File: config.mk
export PLATFORM = sky130hd
export DESIGN_NAME = iesc_ram
export DESIGN_NICKNAME = d
export VERILOG_FILES = /design/src/rtl/iesc_ram.sv
export SDC_FILE = /design/constraint.sdc
export NUM_CORES = 1
export LEC_CHECK = 0
export BUFFER_PORTS_ARGS = -buffer_cell sky130_fd_sc_hd__buf_2
export CAP_MARGIN = 10
export CORE_MARGIN = 2
export CORE_UTILIZATION = 60
export DETAILED_ROUTE_END_ITERATION = 10
export PLACE_DENSITY = 0.81
export SYNTH_ARGS = -nofsm -noshare
export SYNTH_HDL_FRONTEND = slang
export SYNTH_SLANG_ARGS = --single-unit
File: constraint.sdc
create_clock -name clk -period 2.7 [get_ports clk]
set_input_delay 0.135 -clock clk [delete_from_list [all_inputs] [get_ports clk]]
set_output_delay 0.135 -clock clk [all_outputs]
set_load 0.1 [all_outputs]
File: src/rtl/iesc_ram.sv
// Generic single-write, single-read RAM with registered read data.
// No dependencies.
module iesc_ram #(
  parameter int WIDTH = 2,
  parameter int DEPTH = 64
) (
  input  logic                     clk,
  input  logic                     wr_en,
  input  logic [$clog2(DEPTH)-1:0] wr_addr,
  input  logic [WIDTH-1:0]         wr_data,
  input  logic [$clog2(DEPTH)-1:0] rd_addr,
  output logic [WIDTH-1:0]         rd_data
);

  logic [WIDTH-1:0] mem [DEPTH];

  always_ff @(posedge clk) begin
    if (wr_en) begin
      mem[wr_addr] <= wr_data;
    end
    rd_data <= mem[rd_addr];
  end

endmodule

; ---- Yosys cells after proc, flatten, opt, wreduce, memory -nomap -nowiden
; Memories as Yosys holds them, arrays and structs flattened. A register that Yosys moved wholly into a read port is not among the register bits.
; Index checks and enable logic that the tools add are counted.
[totals]
n_memories = 1
ram_bits = 128
ff_bits = 0
[mem_list]
columns = memory, words, word_bits, rd, rd_clocked_by_memory_dff, write_ports, line_no
row1 = mem, 64, 2, 1, 1, 1, 15  ; logic [WIDTH-1:0] mem [DEPTH];
[classes]
muxes = 2
[op_table]
columns = operator, n
row1 = 1-bit two-way mux, 2

; ---- Longest topological paths before layout
[depth]
depth_word = 2
mapped_depth = 7
depth_no_buf = 5

; ---- Worst setup path before layout
; OpenSTA, ideal clock, no wires.
[synth_timing]
path_kind = input to register
startpoint = input port rd_addr[0]
endpoint = register rd_data[0], read port of mem
setup_time_ns = 0.120
slack_ns = 1.088
path_buffers = 2
t_arrival_ns = 1.493
t_required_ns = 2.580
stages = 7
path_cell_list = buf_6 -> buf_6 -> mux4_2 -> a22oi_1 -> a21o_1 -> a21oi_1 -> a211o_1
[synth_rtl]
columns = item, line_no
row1 = from (decl), 11  ; input logic [$clog2(DEPTH)-1:0] rd_addr,
row2 = to (decl), 12  ; output logic [WIDTH-1:0] rd_data

==> flow_summary.json <==
{
  "status": "completed",
  "synth_cells": 324,
  "period_minus_slack_ps": 1770,
  "period_share_pct": 65.7,
  "worst_slew_pin_slew_ps": 1060,
  "synthArstFlopShare_pct": 0,
  "grt_setup_unrepaired": "no",
  "synth_edf_count": 128,
  "pin_count": 18,
  "gp_congestion": 0.800,
  "gr-usage-all-layers_pct": 25.6,
  "end_kind": "register",
  "coreArea_um2": 8720,
  "root_buffer": "clkbuf_8",
  "powerDensity_nw_per_um2": 788,
  "max_freq_ghz": 0.564,
  "crit_fanout": 1,
  "io_buffers": 17,
  "antenna_cells": 0,
  "grt_pass1_vias": 3120,
  "cts.sinks": 130,
  "skew_ps": 5.09,
  "pwr-share-comb_pct": 5.4,
  "startpoint_type": "register",
  "critical_path.cell_chain": "mux4_2, a22o_1, o21ai_0, a21oi_1, a211o_1",
  "final_hold_viol_count": 0,
  "grt-ovfl-total": 0,
  "htree_levels": 4,
  "cts_tree": "built",
  "grt_antenna_before_repair": 0,
  "drive_above_1_share_pct": 21.7,
  "synthesis.area_um2": 5400,
  "p_clk_share_pct": 48.6,
  "report.final.slew_viol_count": 0,
  "clk_pin_slew_ps": 60,
  "post-dp-hpwl_um": 6620,
  "maxCapViolCount": 0,
  "slowest_delay_ps": 490,
  "synth_fp_nets": 340,
  "tns_ps": 0,
  "pwr-share-seq_pct": 46.1,
  "initial_core_util_pct": 61.9,
  "grt_max_degree": 65,
  "synth_cell_types": 37,
  "routed_wl_um": 11400,
  "arrival_ps": 2180,
  "clockBufferDepth": 2,
  "p_sw_share_pct": 20.5,
  "cts_inserted_buffers": 17,
  "dr.pass1.iters": 5,
  "worstSetupPathType": "register to register",
  "vdd_drop_max_v": 0.000473,
  "syn_avg_cell_area_um2": 16.7,
  "via_per_inst": 6.51,
  "crit_slowest_cell": "mux4_2",
  "die_x_um": 98.8,
  "leakagePower_nw": 1.96,
  "area_growth_pct": 14.4,
  "synthFlopType": "edfxtp_1",
  "hold_path_class": "input pin to register",
  "setup_viol": 0,
  "remaining_drc_errors": 0,
  "p_sw_uw": 996,
  "synth_seq_cells": 130,
  "num_rows": 34,
  "grt_pass1_wl_um": 17900,
  "vias": 3041,
  "clk_latency_ps": 520,
  "first_iter_violations": 351,
  "p_int_mw": 3.87,
  "yosysWarnings": 0,
  "fp.dieArea_um2": 9770,
  "maxSlewHeadroom_pct": 29.1,
  "crit_required_ps": 3110,
  "chipHeight_um": 98.8,
  "ys_seq_area_share_pct": 72.0,
  "nets": 362,
  "wl_per_cell_um": 24.4,
  "drtAntennaViolNets": 0,
  "fin_util_pct": 70.8
}
==> layout by cell type, fill, tap and decap left out, types with 2 or more instances in the layout <==
| master | Yosys | final |
|---|---|---|
| clkbuf_16 | 0 | 16 |
| nand3_1 | 7 | 7 |
| clkinv_4 | 0 | 2 |
| nand2_1 | 14 | 14 |
| nor3_1 | 2 | 2 |
| clkinvlp_4 | 0 | 2 |
| a22o_1 | 2 | 2 |
| nand4_1 | 2 | 2 |
| a21o_1 | 2 | 2 |
| edfxtp_1 | 128 | 128 |
| clkbuf_1 | 11 | 4 |
| nor2_1 | 70 | 70 |
| o21ai_0 | 3 | 3 |
| nand2b_1 | 4 | 4 |
| mux4_2 | 29 | 29 |
| mux2i_1 | 5 | 5 |
| nand3b_1 | 4 | 4 |
| a311oi_1 | 3 | 3 |
| dfxtp_1 | 2 | 2 |
| nor2b_1 | 7 | 7 |
| bufinv_16 | 0 | 4 |
| a21oi_1 | 2 | 2 |
| clkbuf_8 | 0 | 3 |
| buf_2 | 2 | 17 |
| a22oi_1 | 6 | 6 |
==> through the flow <==
step / power [mW] / area, µm² / cells / worst slack [ps] / hold WS [ps]
2_1_floorplan: 2.45 / 5400 / 324 / 1090 / 234
3_3_place_gp: 2.53 / 5550 / 434 / 808 / 460
3_5_place_dp: 2.54 / 5550 / 434 / 769 / 465
4_1_cts: 4.87 / 6180 / 467 / 958 / 49.5
5_1_grt: 4.99 / 6180 / 467 / 852 / 72.9
6_report: 4.87 / 6180 / 467 / 926 / 75.9
==> state kept, by name (all words and copies together) (netlist names) <==
| signal | count |
|---|---|
| mem | 128 |
| rd_data | 2 |
==> layer usage <==
metal	vias up	part of all wire, %	routed length, µm	track usage (%)
li1	1314	-	-	-
met1	1526	40	4580	35.3
met2	177	50	5680	39.6
met3	24	7.8	889	6.24
met4	0	2.1	244	11.1
met5	-	0	0	0
==> cells in the mapped netlist, types with 3 or more instances <==
master	instances	area (µm²)
nand2_1	14	52.6
edfxtp_1	128	3840
a22oi_1	6	45.0
a311oi_1	3	26.3
nand2b_1	4	25.0
buf_6	3	33.8
nand3_1	7	35.0
nand3b_1	4	30.0
mux4_2	29	653
o21ai_0	3	15.0
nor2_1	70	263
mux2i_1	5	50.1
nor2b_1	7	43.8
clkbuf_1	11	41.3
==> final timing paths <==
check,from,endpoint,slack (ps),depth (start not counted)
hold / removal,rd_addr[3],rd_data[1],80,2
hold reg to reg,mem[24][1],rd_data[1],880,5
setup reg to reg,mem[36][0],rd_data[0],930,5
setup / recovery,mem[36][0],rd_data[0],930,5
==> power groups by stage <==
stage	sequential (mW)	clock [mW]	combinational, mW
5_1_grt	2.24	2.47	0.280
6_report	2.24	2.36	0.262
4_1_cts	2.24	2.37	0.262
3_5_place_dp	2.28	0	0.256
2_1_floorplan	2.31	0	0.141
3_3_place_gp	2.28	0	0.249
==> critical path: cells and delay by family, from the launching register on <==
family	cells	cell delay (ps)
multiplexers	1	490
AO/OA/AOI/OAI	4	790
flip-flops	1	390
==> cell families (layout without fill, tap and decap cells) <==
family | after synthesis | in the layout | synth area share, %
AND/OR/NAND/NOR | 116 | 116 | 9.62
buffers and inverters | 18 | 53 | 1.78
flip-flops | 130 | 130 | 72.0
AO/OA/AOI/OAI | 25 | 25 | 3.41
multiplexers | 35 | 35 | 13.2
==> final cells by class <==
type	instances	area, µm²
Timing Repair Buffer	20	123
Multi-Input combinational cell	176	1420
Fill cell	529	2540
Sequential cell	130	3880
Clock buffer	23	457
Clock inverter	9	158
Inverter	1	3.75
Tap cell	108	135
==> repair_timing <==
item,CTS,global route
resized for setup,0,0
hold endpoints to repair,1,0
buffers inserted,0,0
hold buffers,1,0
No activity file was read; power rests on OpenSTA's default activity.
